--- src/rtl/core/dcc_pkg.sv ---
// Shared types and constants for the differential correlation classifier.
`default_nettype none
package dcc_pkg;

    // Field and accumulator widths
    localparam int SAMPLE_W = 16;
    localparam int THR_W    = 17;
    localparam int SX_W     = 27;
    localparam int SXX_W    = 41;
    localparam int SXY_W    = 42;
    localparam int CNT_W    = 11;
    localparam int CORR_W   = 16;
    localparam int CLASS_W  = 2;

    // Sample limit per condition (also bounded by the counter width)
    localparam logic [CNT_W-1:0] MAX_SAMPLES = 11'd1024;
    localparam logic [CNT_W-1:0] COUNT_MAX   = 11'd2047;
    localparam logic [THR_W-1:0] THR_RESET   = 17'd16384;

    // Intermediate widths
    localparam int VAR_W = 56;   // signed variance / covariance
    localparam int MA_W  = 106;  // multiplicand
    localparam int MB_W  = 54;   // multiplier
    localparam int MP_W  = 140;  // product

    // Change classes
    localparam logic [CLASS_W-1:0] CLASS_UNCHANGE = 2'd0;
    localparam logic [CLASS_W-1:0] CLASS_DOWN     = 2'd1;
    localparam logic [CLASS_W-1:0] CLASS_UP       = 2'd2;

    typedef enum logic [4:0] {
        S_IDLE, S_LOAD, S_XX, S_YY, S_XY,
        S_NSXX, S_SXSX, S_NSYY, S_SYSY, S_NSXY, S_SXSY, S_CHK,
        S_P, S_C2, S_SRCH, S_OD2, S_LHS, S_NEXTC, S_OUT
    } state_t;

    typedef struct packed {
        logic            start;
        logic [MA_W-1:0] a;
        logic [MB_W-1:0] b;
    } mul_req_t;

    typedef struct packed {
        logic            done;
        logic [MP_W-1:0] prod;
    } mul_rsp_t;

endpackage
`default_nettype wire

--- src/rtl/core/dcc_mul.sv ---
// Shift-and-add multiplier shared by all products of the classifier.
`default_nettype none
module dcc_mul (
    input  wire               clk,
    input  wire               rst_n,
    input  dcc_pkg::mul_req_t req,
    output dcc_pkg::mul_rsp_t rsp
);
    import dcc_pkg::*;

    logic [MP_W-1:0] a_reg;
    logic [MB_W-1:0] b_reg;
    logic [MP_W-1:0] acc_reg;
    logic            busy_reg;
    logic            done_reg;

    // Hold control state
    always_ff @(posedge clk or negedge rst_n)
    begin
        if (!rst_n)
        begin
            busy_reg <= 1'b0;
            done_reg <= 1'b0;
        end
        else if (req.start)
        begin
            busy_reg <= 1'b1;
            done_reg <= 1'b0;
        end
        else if (busy_reg)
        begin
            if (b_reg[MB_W-1:1] == '0)
            begin
                busy_reg <= 1'b0;
                done_reg <= 1'b1;
            end
        end
        else
        begin
            done_reg <= 1'b0;
        end
    end

    // Add one partial product per cycle, stop once the multiplier runs out
    always_ff @(posedge clk)
    begin
        if (req.start)
        begin
            a_reg   <= {{(MP_W-MA_W){1'b0}}, req.a};
            b_reg   <= req.b;
            acc_reg <= '0;
        end
        else if (busy_reg)
        begin
            if (b_reg[0])
                acc_reg <= acc_reg + a_reg;
            a_reg <= {a_reg[MP_W-2:0], 1'b0};
            b_reg <= {1'b0, b_reg[MB_W-1:1]};
        end
    end

    assign rsp.done = done_reg;
    assign rsp.prod = acc_reg;

endmodule
`default_nettype wire

--- src/rtl/core/differential_correlation_classifier.sv ---
// Top level: per-condition accumulation and Pearson correlation change classifier.
// Usage:
//   s_* channel takes one paired sample per request: s_tdata = {sample_y, sample_x}
//   (sample_x lowest), s_tuser = condition, s_tlast = last sample of the pair.
//   m_* channel delivers one result per request carrying s_tlast.
//   cfg_we/cfg_wdata write change_threshold (Q1.15, reset 16384) while idle.
// Operation:
//   Each product runs on the shared shift-and-add unit, which steps through the
//   multiplier bits up to the highest set bit of the multiplier. A sample takes
//   three products of up to 16 multiplier bits, and s_tready stays low until they
//   are done (when its condition is already full, the sample is dropped in the load
//   state instead). On a last sample each condition then needs six set-up products,
//   two wide products and a binary search of up to 16 steps of two products each,
//   after which the result for both conditions is presented on m_*.
// Reset clears all sums and counts and restores the threshold.
// A result waits in its output register until m_tready; no new sample is
// taken until it has gone.
`default_nettype none
module differential_correlation_classifier (
    input  wire         clk,
    input  wire         rst_n,
    input  wire         s_tvalid,
    output logic        s_tready,
    input  wire  [31:0] s_tdata,   // sample_x[15:0], sample_y[31:16]
    input  wire         s_tuser,   // condition
    input  wire         s_tlast,   // last
    output logic        m_tvalid,
    input  wire         m_tready,
    // corr_first[15:0], corr_second[31:16], first_valid[32], second_valid[33],
    // change_class[35:34], zero[39:36]
    output logic [39:0] m_tdata,
    input  wire         cfg_we,
    input  wire  [16:0] cfg_wdata
);
    import dcc_pkg::*;

    state_t state_reg, state_next;
    logic   issued_reg, issued_next;

    logic [THR_W-1:0]           thr_reg;
    logic signed [SAMPLE_W-1:0] x_reg, y_reg;
    logic                       last_reg;
    logic                       cc_reg;

    logic [SX_W-1:0]  sum_x_reg  [2];
    logic [SX_W-1:0]  sum_y_reg  [2];
    logic [SXX_W-1:0] sum_xx_reg [2];
    logic [SXX_W-1:0] sum_yy_reg [2];
    logic [SXY_W-1:0] sum_xy_reg [2];
    logic [CNT_W-1:0] count_reg  [2];

    logic signed [VAR_W-1:0] t1_reg, vx_reg, vy_reg, cv_reg;
    logic [MA_W-1:0]         p_reg;
    logic [MP_W-1:0]         rhs_reg;
    logic [15:0]             lo_reg, hi_reg, mid_reg;
    logic [31:0]             od2_reg;
    logic [CORR_W-1:0]       r_reg [2];
    logic                    v_reg [2];
    logic [CLASS_W-1:0]      class_reg;

    mul_req_t mreq;
    mul_rsp_t mrsp;

    dcc_mul u_mul (
        .clk   (clk),
        .rst_n (rst_n),
        .req   (mreq),
        .rsp   (mrsp)
    );

    // Magnitudes and signs of operands
    logic [SAMPLE_W-1:0] ax, ay;
    logic [SX_W-1:0]     asx, asy;
    logic [SXY_W-1:0]    asxy;
    logic [MB_W-1:0]     acv;
    logic [CNT_W-1:0]    n_cur;
    logic                is_mul, step_done, count_ok;
    logic [16:0]         mid_sum;
    logic [15:0]         mid_val;
    logic [16:0]         od_val;
    logic signed [VAR_W-1:0] prod_s;
    logic [CORR_W-1:0]   r_fin;
    logic signed [16:0]  diff;
    logic [16:0]         adiff;

    always_comb
    begin
        ax    = x_reg[SAMPLE_W-1] ? SAMPLE_W'(-x_reg) : x_reg;
        ay    = y_reg[SAMPLE_W-1] ? SAMPLE_W'(-y_reg) : y_reg;
        asx   = sum_x_reg[cc_reg][SX_W-1] ? (~sum_x_reg[cc_reg] + 1'b1) : sum_x_reg[cc_reg];
        asy   = sum_y_reg[cc_reg][SX_W-1] ? (~sum_y_reg[cc_reg] + 1'b1) : sum_y_reg[cc_reg];
        asxy  = sum_xy_reg[cc_reg][SXY_W-1] ? (~sum_xy_reg[cc_reg] + 1'b1)
                                             : sum_xy_reg[cc_reg];
        acv   = cv_reg[VAR_W-1] ? MB_W'(-cv_reg) : MB_W'(cv_reg);
        n_cur = count_reg[cc_reg];
        count_ok = (n_cur < MAX_SAMPLES) && (n_cur < COUNT_MAX);
        prod_s   = $signed({1'b0, mrsp.prod[VAR_W-2:0]});
        mid_sum  = {1'b0, lo_reg} + {1'b0, hi_reg} + 17'd1;
        mid_val  = mid_sum[16:1];
        od_val   = {mid_val, 1'b0} - 17'd1;
        if (cv_reg[VAR_W-1])
            r_fin = CORR_W'(17'd0 - {1'b0, lo_reg});
        else
            r_fin = lo_reg[15] ? 16'h7FFF : lo_reg;
        diff  = $signed({r_reg[0][15], r_reg[0]}) - $signed({r_fin[15], r_fin});
        adiff = diff[16] ? 17'(-diff) : 17'(diff);
    end

    // Pick multiplier operands per state
    always_comb
    begin
        is_mul = 1'b1;
        mreq.a = '0;
        mreq.b = '0;
        unique case (state_reg)
            S_XX:   begin mreq.a = MA_W'(ax);  mreq.b = MB_W'(ax); end
            S_YY:   begin mreq.a = MA_W'(ay);  mreq.b = MB_W'(ay); end
            S_XY:   begin mreq.a = MA_W'(ax);  mreq.b = MB_W'(ay); end
            S_NSXX: begin mreq.a = MA_W'(sum_xx_reg[cc_reg]); mreq.b = MB_W'(n_cur); end
            S_SXSX: begin mreq.a = MA_W'(asx); mreq.b = MB_W'(asx); end
            S_NSYY: begin mreq.a = MA_W'(sum_yy_reg[cc_reg]); mreq.b = MB_W'(n_cur); end
            S_SYSY: begin mreq.a = MA_W'(asy); mreq.b = MB_W'(asy); end
            S_NSXY: begin mreq.a = MA_W'(asxy); mreq.b = MB_W'(n_cur); end
            S_SXSY: begin mreq.a = MA_W'(asx); mreq.b = MB_W'(asy); end
            S_P:    begin mreq.a = MA_W'(vx_reg[52:0]); mreq.b = MB_W'(vy_reg[53:0]); end
            S_C2:   begin mreq.a = MA_W'(acv); mreq.b = acv; end
            S_OD2:  begin mreq.a = MA_W'(mid_reg); mreq.b = MB_W'(mid_reg); end
            S_LHS:  begin mreq.a = p_reg; mreq.b = MB_W'(od2_reg); end
            default: is_mul = 1'b0;
        endcase
        mreq.start  = is_mul && !issued_reg;
        step_done   = is_mul && issued_reg && mrsp.done;
    end

    // Next state and handshake outputs
    always_comb
    begin
        state_next  = state_reg;
        issued_next = issued_reg;
        if (is_mul && !issued_reg)
            issued_next = 1'b1;
        if (step_done)
            issued_next = 1'b0;
        s_tready = (state_reg == S_IDLE);
        m_tvalid = (state_reg == S_OUT);
        unique case (state_reg)
            S_IDLE:  if (s_tvalid) state_next = S_LOAD;
            S_LOAD:
            begin
                if (count_ok)
                    state_next = S_XX;
                else if (last_reg)
                    state_next = S_NSXX;
                else
                    state_next = S_IDLE;
            end
            S_XX:    if (step_done) state_next = S_YY;
            S_YY:    if (step_done) state_next = S_XY;
            S_XY:    if (step_done) state_next = last_reg ? S_NSXX : S_IDLE;
            S_NSXX:  if (step_done) state_next = S_SXSX;
            S_SXSX:  if (step_done) state_next = S_NSYY;
            S_NSYY:  if (step_done) state_next = S_SYSY;
            S_SYSY:  if (step_done) state_next = S_NSXY;
            S_NSXY:  if (step_done) state_next = S_SXSY;
            S_SXSY:  if (step_done) state_next = S_CHK;
            S_CHK:
            begin
                if (n_cur >= 11'd2 && vx_reg > 0 && vy_reg > 0)
                    state_next = S_P;
                else
                    state_next = S_NEXTC;
            end
            S_P:     if (step_done) state_next = S_C2;
            S_C2:    if (step_done) state_next = S_SRCH;
            S_SRCH:  state_next = (lo_reg == hi_reg) ? S_NEXTC : S_OD2;
            S_OD2:   if (step_done) state_next = S_LHS;
            S_LHS:   if (step_done) state_next = S_SRCH;
            S_NEXTC: state_next = cc_reg ? S_OUT : S_NSXX;
            S_OUT:   if (m_tready) state_next = S_IDLE;
            default: state_next = S_IDLE;
        endcase
    end

    // Hold state
    always_ff @(posedge clk or negedge rst_n)
    begin
        if (!rst_n)
        begin
            state_reg  <= S_IDLE;
            issued_reg <= 1'b0;
            thr_reg    <= THR_RESET;
        end
        else
        begin
            state_reg  <= state_next;
            issued_reg <= issued_next;
            if (cfg_we)
                thr_reg <= cfg_wdata;
        end
    end

    // Accumulators and counts
    always_ff @(posedge clk or negedge rst_n)
    begin
        if (!rst_n)
        begin
            for (int i = 0; i < 2; i++)
            begin
                sum_x_reg[i]  <= '0;
                sum_y_reg[i]  <= '0;
                sum_xx_reg[i] <= '0;
                sum_yy_reg[i] <= '0;
                sum_xy_reg[i] <= '0;
                count_reg[i]  <= '0;
            end
        end
        else if (state_reg == S_NEXTC && cc_reg)
        begin
            for (int i = 0; i < 2; i++)
            begin
                sum_x_reg[i]  <= '0;
                sum_y_reg[i]  <= '0;
                sum_xx_reg[i] <= '0;
                sum_yy_reg[i] <= '0;
                sum_xy_reg[i] <= '0;
                count_reg[i]  <= '0;
            end
        end
        else if (step_done)
        begin
            unique case (state_reg)
                S_XX: sum_xx_reg[cc_reg] <= sum_xx_reg[cc_reg] + SXX_W'(mrsp.prod[31:0]);
                S_YY: sum_yy_reg[cc_reg] <= sum_yy_reg[cc_reg] + SXX_W'(mrsp.prod[31:0]);
                S_XY:
                begin
                    if (x_reg[SAMPLE_W-1] ^ y_reg[SAMPLE_W-1])
                        sum_xy_reg[cc_reg] <= sum_xy_reg[cc_reg] - SXY_W'(mrsp.prod[31:0]);
                    else
                        sum_xy_reg[cc_reg] <= sum_xy_reg[cc_reg] + SXY_W'(mrsp.prod[31:0]);
                    sum_x_reg[cc_reg] <= sum_x_reg[cc_reg] + SX_W'(x_reg);
                    sum_y_reg[cc_reg] <= sum_y_reg[cc_reg] + SX_W'(y_reg);
                    count_reg[cc_reg] <= count_reg[cc_reg] + 1'b1;
                end
                default: ;
            endcase
        end
    end

    // Control-side payload: selected condition
    always_ff @(posedge clk or negedge rst_n)
    begin
        if (!rst_n)
            cc_reg <= 1'b0;
        else if (state_reg == S_IDLE && s_tvalid)
            cc_reg <= s_tuser;
        else if ((state_reg == S_LOAD && !count_ok && last_reg)
                 || (state_reg == S_XY && step_done && last_reg))
            cc_reg <= 1'b0;
        else if (state_reg == S_NEXTC)
            cc_reg <= ~cc_reg;
    end

    // Correlation datapath
    always_ff @(posedge clk)
    begin
        if (state_reg == S_IDLE && s_tvalid)
        begin
            x_reg    <= $signed(s_tdata[15:0]);
            y_reg    <= $signed(s_tdata[31:16]);
            last_reg <= s_tlast;
        end
        if (step_done)
        begin
            unique case (state_reg)
                S_NSXX, S_NSYY: t1_reg <= prod_s;
                S_SXSX: vx_reg <= t1_reg - prod_s;
                S_SYSY: vy_reg <= t1_reg - prod_s;
                S_NSXY: t1_reg <= sum_xy_reg[cc_reg][SXY_W-1] ? -prod_s : prod_s;
                S_SXSY: cv_reg <= (sum_x_reg[cc_reg][SX_W-1] ^ sum_y_reg[cc_reg][SX_W-1])
                                  ? t1_reg + prod_s : t1_reg - prod_s;
                S_P:    p_reg <= mrsp.prod[MA_W-1:0];
                S_C2:
                begin
                    rhs_reg <= {mrsp.prod[MP_W-33:0], 32'd0};
                    lo_reg  <= 16'd0;
                    hi_reg  <= 16'd32768;
                end
                S_OD2:  od2_reg <= mrsp.prod[31:0];
                S_LHS:
                begin
                    if (mrsp.prod <= rhs_reg)
                        lo_reg <= mid_reg;
                    else
                        hi_reg <= mid_reg - 16'd1;
                end
                default: ;
            endcase
        end
        if (state_reg == S_SRCH)
        begin
            mid_reg <= od_val[15:0];
            if (lo_reg == hi_reg)
            begin
                r_reg[cc_reg] <= r_fin;
                v_reg[cc_reg] <= 1'b1;
            end
        end
        // Mid is kept as the odd factor 2m-1; recover m for the search update
        if (state_reg == S_OD2 && step_done)
            mid_reg <= mid_val;
        if (state_reg == S_CHK
            && !(n_cur >= 11'd2 && vx_reg > 0 && vy_reg > 0))
        begin
            r_reg[cc_reg] <= '0;
            v_reg[cc_reg] <= 1'b0;
        end
        if (state_reg == S_NEXTC && cc_reg)
        begin
            if (v_reg[0] && v_reg[1] && adiff >= thr_reg)
                class_reg <= ($signed(r_reg[0]) >= $signed(r_reg[1])) ? CLASS_DOWN
                                                                      : CLASS_UP;
            else
                class_reg <= CLASS_UNCHANGE;
        end
    end

    assign m_tdata = {4'd0, class_reg, v_reg[1], v_reg[0], r_reg[1], r_reg[0]};

endmodule
`default_nettype wire

--- config.mk ---
export PLATFORM = sky130hd
export DESIGN_NAME = differential_correlation_classifier
export DESIGN_NICKNAME = d
export VERILOG_FILES = /design/src/rtl/core/dcc_pkg.sv /design/src/rtl/core/dcc_mul.sv /design/src/rtl/core/differential_correlation_classifier.sv
export SDC_FILE = /design/constraint.sdc
export NUM_CORES = 2
export LEC_CHECK = 0
export BUFFER_PORTS_ARGS = -buffer_cell sky130_fd_sc_hd__buf_2
export CORE_MARGIN = 2
export CORE_UTILIZATION = 35
export DETAILED_ROUTE_END_ITERATION = 7
export PLACE_DENSITY = 0.53
export SYNTH_ARGS = -nofsm -noshare
export SYNTH_HDL_FRONTEND = slang
export SYNTH_SLANG_ARGS = --single-unit
--- constraint.sdc ---
create_clock -name clk -period 7.15 [get_ports clk]
set_input_delay 2.145 -clock clk [delete_from_list [all_inputs] [get_ports clk]]
set_output_delay 2.145 -clock clk [all_outputs]
set_load 0.005 [all_outputs]
* Yosys cells after proc, flatten, opt, wreduce, memory -nomap -nowiden *
Memory sizes are Yosys's and may differ from the RTL's.
Cells that the tools add are included.

storage, ports and cells
  bits in registers = 1291
  bits in latches = 0
  memory bits (writable) = 34
  ROM bits = 0
  bits of input ports = 56
  output and inout bits = 42
  word-level logic and storage cells = 282
  memories kept = 2

memories
  memory  depth  bits a word  read ports  clocked after Yosys merged registers in  write ports  RTL line                                   source
  r_reg   2      16           2           0                                        1            differential_correlation_classifier.sv:57  logic [CORR_W-1:0] r_reg [2];
  v_reg   2      1            2           0                                        1            differential_correlation_classifier.sv:58  logic v_reg [2];

cells by class
  add/subtract/negate cells = 24
  multipliers = 0
  div/mod/pow operators = 0
  $lt $le $gt $ge = 10
  equality and inequality tests = 36
  shift operators = 0
  multiplexer cells = 115
  bitwise operators = 9
  reduce and logical (&&, ||, !) cells = 50

operators with widths
  operator                                                                           number
  160-bit case mux with 13 select lines                                              1
  82-bit 2-to-1 mux                                                                  6
  54-bit 2-to-1 mux                                                                  9
  84-bit 2-to-1 mux                                                                  4
  41-bit 2-to-1 mux                                                                  7
  27-bit 2-to-1 mux                                                                  9
  106-bit 2-to-1 mux                                                                 2
  42-bit 2-to-1 mux                                                                  5
  84-bit bitwise mux                                                                 2
  82-bit bitwise mux                                                                 2
  140-bit adder                                                                      1
  140-bit <= comparator                                                              1
  16-bit 2-to-1 mux                                                                  8
  56-bit by 1-bit greater-than comparator with 1-bit output (second input constant)  2
  56-bit 2-to-1 mux                                                                  2
  56-bit case mux with 2 select lines                                                1
  54-bit bitwise mux                                                                 2
  5-bit case mux with 18 select lines                                                1
  5-bit 2-to-1 mux                                                                   17
  41-bit by 32-bit adder with 41-bit output                                          2
  22-bit 2-to-1 mux                                                                  3
  16-bit case mux with 2 select lines                                                2
  56-bit adder                                                                       1
  55-bit negator with 56-bit output                                                  1
  59 further kinds                                                                   153

* Longest topological paths before layout *
  word-level depth = 12
  gate-level depth with buffers = 33

* Cells and area by module *
A second synthesis with hierarchy kept.

unflattened totals
  cells, all modules = 9723
  area total of the unflattened synthesis = 89213.1 µm²

modules (own cells, without submodules)
  module                               times used  cells an instance  area each (µm²)
  differential_correlation_classifier  1           7280               67415.9
  dcc_mul                              1           2443               21797.2

* Worst setup path before layout *
No wires, ideal clock.

  kind = register to register
  from = register state_reg[2]
  to = register rhs_reg[100], enable pin
  data arrival time = 6145 ps
  required time = 6574 ps
  setup slack = 429 ps
  cell stages (with the launch flop) = 8
  period minus slack after synthesis = 6721 ps
  path through = dfrtp_1 > clkbuf_1 > o211ai_1 > a22oi_1 > o21ai_0 > nand3_1 > clkbuf_1 > nor2_1

on the way
  longest elaborated chain between the ends = 6

RTL lines
  element                                                                 RTL line                                    source
  start, declared                                                         differential_correlation_classifier.sv:37   state_t state_reg, state_next;
  start signal, assigned                                                  differential_correlation_classifier.sv:195  state_reg <= state_next;
  5-bit by 3-bit equality test with 1-bit output (tied with other cells)  differential_correlation_classifier.sv:115  unique case (state_reg)
  13-bit OR reduction (no line)                                           n/a
  1-bit 2-to-1 mux                                                        differential_correlation_classifier.sv:115
  1-bit logical AND (2 in a row)                                          differential_correlation_classifier.sv:132  step_done = is_mul && issued_reg && mrsp.done;
  2-bit AND reduction (no line) (*)                                       n/a
  end signal, assigned                                                    differential_correlation_classifier.sv:284  rhs_reg <= {mrsp.prod[MP_W-33:0], 32'd0};
  end, declared                                                           differential_correlation_classifier.sv:54   logic [MP_W-1:0] rhs_reg;

Every way passes the cells marked *; elsewhere a longest branch is shown, timed or not.
A chain may end at the register's enable or synchronous reset.

* Worst setup path in the final report *
  from = register lo_reg[0]
  to = register class_reg[0] (data pin)

on the way
  longest elaborated chain between the ends = 7

RTL lines
  element                                                                                    RTL line                                                                                source
  start, declared                                                                            differential_correlation_classifier.sv:55                                               logic [15:0] lo_reg, hi_reg, mid_reg;
  start signal, assigned                                                                     differential_correlation_classifier.sv:292                                              lo_reg <= mid_reg;
  1-bit by 16-bit subtractor with 16-bit output / 15-bit 2-to-1 mux (equally long branches)  differential_correlation_classifier.sv:102, differential_correlation_classifier.sv:104
  16-bit 2-to-1 mux (*)                                                                      differential_correlation_classifier.sv:101                                              if (cv_reg[VAR_W-1])
  16-bit by 16-bit subtractor with 17-bit output (*)                                         differential_correlation_classifier.sv:105                                              diff = $signed({r_reg[0][15], r_reg[0]}) - $signed({r_fin[15], r_fin});
  17-bit negator                                                                             differential_correlation_classifier.sv:106                                              adiff = diff[16] ? 17'(-diff) : 17'(diff);
  17-bit 2-to-1 mux (*)                                                                      differential_correlation_classifier.sv:106
  17-bit >= comparator (*)                                                                   differential_correlation_classifier.sv:319                                              if (v_reg[0] && v_reg[1] && adiff >= thr_reg)
  1-bit logical AND (*)                                                                      differential_correlation_classifier.sv:319
  end signal, assigned                                                                       differential_correlation_classifier.sv:320                                              class_reg <= ($signed(r_reg[0]) >= $signed(r_reg[1])) ? CLASS_DOWN
  end, declared                                                                              differential_correlation_classifier.sv:59                                               logic [CLASS_W-1:0] class_reg;

Marked as above.

==> flow_summary.json <==
{
  "grt_use_met1_pct": 36.75,
  "cpMaxStageDelayCell": "edfxtp_1",
  "period_share_pct": 91.81,
  "crit_top_cell": "o21a_1",
  "combinationalPowerShare_pct": 49.1,
  "routabilityCongestion": 0.9820,
  "grtUsageMet2_pct": 38.46,
  "setup_tns_ps": 0,
  "critPathMaxFanout": 6,
  "ctsHoldBuffers": 0,
  "max_cap_viol_count": 0,
  "nets": 10350,
  "skew_ps": 81.81,
  "wl_per_cell_um": 25.60,
  "grt.overflow.total": 0,
  "gr-usage-met3_pct": 4.266,
  "rows": 183,
  "gr-usage-all-layers_pct": 25.37,
  "reg2reg_slack_ps": 590,
  "cts.path.max_buffers": 3,
  "r2r_cells": 31,
  "synth_xor_area_share_pct": 6.659,
  "synthSimpleGateAreaFrac_pct": 16.37,
  "synthAdderAreaFrac_pct": 9.009,
  "grt.busiest_layer": "met2",
  "port_buffers": 93,
  "synth_mux_area_share_pct": 2.991,
  "cts_buffers": 164,
  "drtAntennaViolNets": 0,
  "critPathLaunch": "lo_reg[0]",
  "hold_ws_ps": 429.8,
  "synth_edf_count": 746,
  "drt_iter0_drc": 8408,
  "htreeDepth": 4,
  "area_growth_pct": 11.63,
  "layout-drive-gt1-share_pct": 7.792,
  "clk_latency_ps": 840,
  "finalSetupViolations": 0,
  "ys_seq_elements": 1324,
  "fmax_ghz": 0.1523,
  "avgSynthCellArea_um2": 9.034,
  "grt_pass1_wl_mm": 490.3,
  "drv_slew": 0,
  "routed_via_density": 5.871,
  "switching_share_pct": 45.29,
  "grt_max_degree": 161,
  "internal_power_uw": 22050,
  "hold_path_end": "rhs_reg[62]",
  "tightest_slew_ps": 1265,
  "post_cts_buffers": 0,
  "p_switching_uw": 18250,
  "required_ps": 7740,
  "core_um2": 249100,
  "maxSlewHeadroom_pct": 13.22,
  "dp_hpwl_mm": 256.4,
  "die_h_um": 505.0,
  "yosys_warnings": 0,
  "regToRegEndpoint": "class_reg[0]",
  "p_leak_uw": 0.04064,
  "holdPathStages": 0,
  "startpoint_type": "flip-flop",
  "synth_flop_cell": "edfxtp_1",
  "p_per_area_nw_per_um2": 410.9,
  "grt_pass1_vias": 72820,
  "p_seq_share_pct": 28.8,
  "power_frac_clock_pct": 22.1,
  "post_cts_resized": 0,
  "hold_viol": 0,
  "ir_drop_mv": 0.2563,
  "synth-compound-area-share_pct": 19.91,
  "syn-cell-area_um2": 87860,
  "outcome": "finished clean",
  "dieArea_um2": 255000,
  "clk_transition_reported_paths_ps": 60,
  "yosysSeqAreaShare_pct": 40.97,
  "synth_top_family_by_area": "compound AO/OA/AOI/OAI gates",
  "cts_root_buf": "clkbuf_16",
  "cts.sinks": 1324,
  "drc": 0,
  "path_class": "reg -> reg",
  "cts_tree": "built",
  "dr.pass1.iters": 7,
  "antenna_found_initial": 19,
  "hold_path_class": "reg -> reg",
  "cp_num_buf_inv": 4,
  "synth_cells": 9725,
  "async_flop_share_pct": 30.51,
  "num_vias": 77160,
  "nFillCells": 25000,
  "yosysUniqueCellTypes": 95,
  "end_kind": "flip-flop",
  "reg2reg_from": "lo_reg[0]",
  "drt-total-wl_mm": 336.4,
  "io_pins": 98,
  "max_stage_delay_ps": 440,
  "rsz0062_at_grt": "no",
  "cp_data_arrival_time_ps": 7150,
  "start_util_pct": 35.27,
  "period_needed_ps": 6564,
  "cpLargestDelayFamily": "compound AO/OA/AOI/OAI gates",
  "die_w_um": 505.0,
  "hold_start": "u_mul.acc_reg[30]"
}
-- cells in the final DEF (no fill, tap or decap), types with 75 or more instances in the layout --
cell	n
a31oi_1	99
nor3_1	185
o21bai_1	109
a21oi_1	771
buf_4	155
nor2_1	742
o21ai_0	821
xor2_1	226
buf_2	92
nand4_1	144
nand2b_1	85
ha_1	615
inv_1	437
dfxtp_1	174
or3_1	82
xnor2_1	438
edfxtp_1	746
nor4_1	101
clkbuf_16	167
nand2_1	1006
nand3_1	469
a22oi_1	75
o31ai_1	96
mux2i_1	129
a21o_1	255
mux2_2	116
dfrtp_1	401
-- power by group through the flow --
stage / registers, µW / logic (µW) / clock network [µW]
4_1_cts: 11600 / 19400 / 9060
5_1_grt: 11700 / 21400 / 9350
3_5_place_dp: 11700 / 19300 / 0
2_1_floorplan: 11000 / 13300 / 0
3_3_place_gp: 11700 / 19100 / 0
6_report: 11600 / 19800 / 8920
-- per-stage QoR --
| stage | util, % | instance area [µm²] | setup slack, ps | std cells | power, µW |
|---|---|---|---|---|---|
| finish | 39.37 | 98080 | 585.9 | 13140 | 40300 |
| global route | 39.37 | 98070 | 29.52 | 13140 | 42500 |
| CTS | 39.36 | 98060 | 336.3 | 13140 | 40030 |
| detailed placement | 37.05 | 92290 | 430.3 | 12830 | 30980 |
| global placement | 37.05 | 92290 | 234.1 | 12830 | 30850 |
| floorplan | - | 87870 | 429.0 | 9728 | 24290 |
-- cells in the mapped netlist, drive strengths merged (132+ instances only) --
cell	instances	area [µm²]
nand2	1015	3810
o21ai	828	4148
a21oi	771	3859
nor2	759	2849
edfxtp	746	22400
ha	615	7695
nand3	469	2347
xnor2	441	3862
inv	438	1644
dfrtp	403	10080
clkbuf	399	1498
a21o	255	1914
xor2	227	1988
nor3	188	940.9
dfxtp	174	3483
nand4	144	900.9
mux2i	132	1321
-- cells by family (layout without fill, tap and decap cells) --
logic type,after synthesis,in the layout
other cells,1,10
flops,1324,1324
mux,248,248
xor+xnor,668,668
compound gates,2807,2807
fa+ha+maj,626,626
simple gates,3116,3116
buf+inv,935,1012
-- final cells by class --
| class | instances | area (µm²) | share of cell area, % |
|---|---|---|---|
| Inverter | 441 | 1655 | 1.688 |
| Sequential cell | 1324 | 36000 | 36.71 |
| Tap cell | 3330 | 4167 | 4.248 |
| Multi-Input combinational cell | 7469 | 48530 | 49.49 |
| Clock buffer | 209 | 4507 | 4.595 |
| Clock inverter | 99 | 1259 | 1.283 |
| Antenna cell | 6 | 15.01 | 0.01531 |
| Timing Repair Buffer | 263 | 1939 | 1.977 |
-- how the worst max path moves through the flow --
stage	end	slack [ps]	depth (start not counted)
final	class_reg[0]	590	31
after CTS	class_reg[0]	340	30
after floorplan	rhs_reg[100]	430	7
after global placement	class_reg[1]	230	33
after detailed placement	class_reg[0]	430	30
after global routing	class_reg[1]	30	32
-- layer usage --
metal  vias up  routed length (µm)
met5         -                  54
met4         8               10790
met3       436               25730
met2      3025              144800
met1     38340              155000
li1      35350                   -
Note: power is estimated with default switching activity, not from simulation.
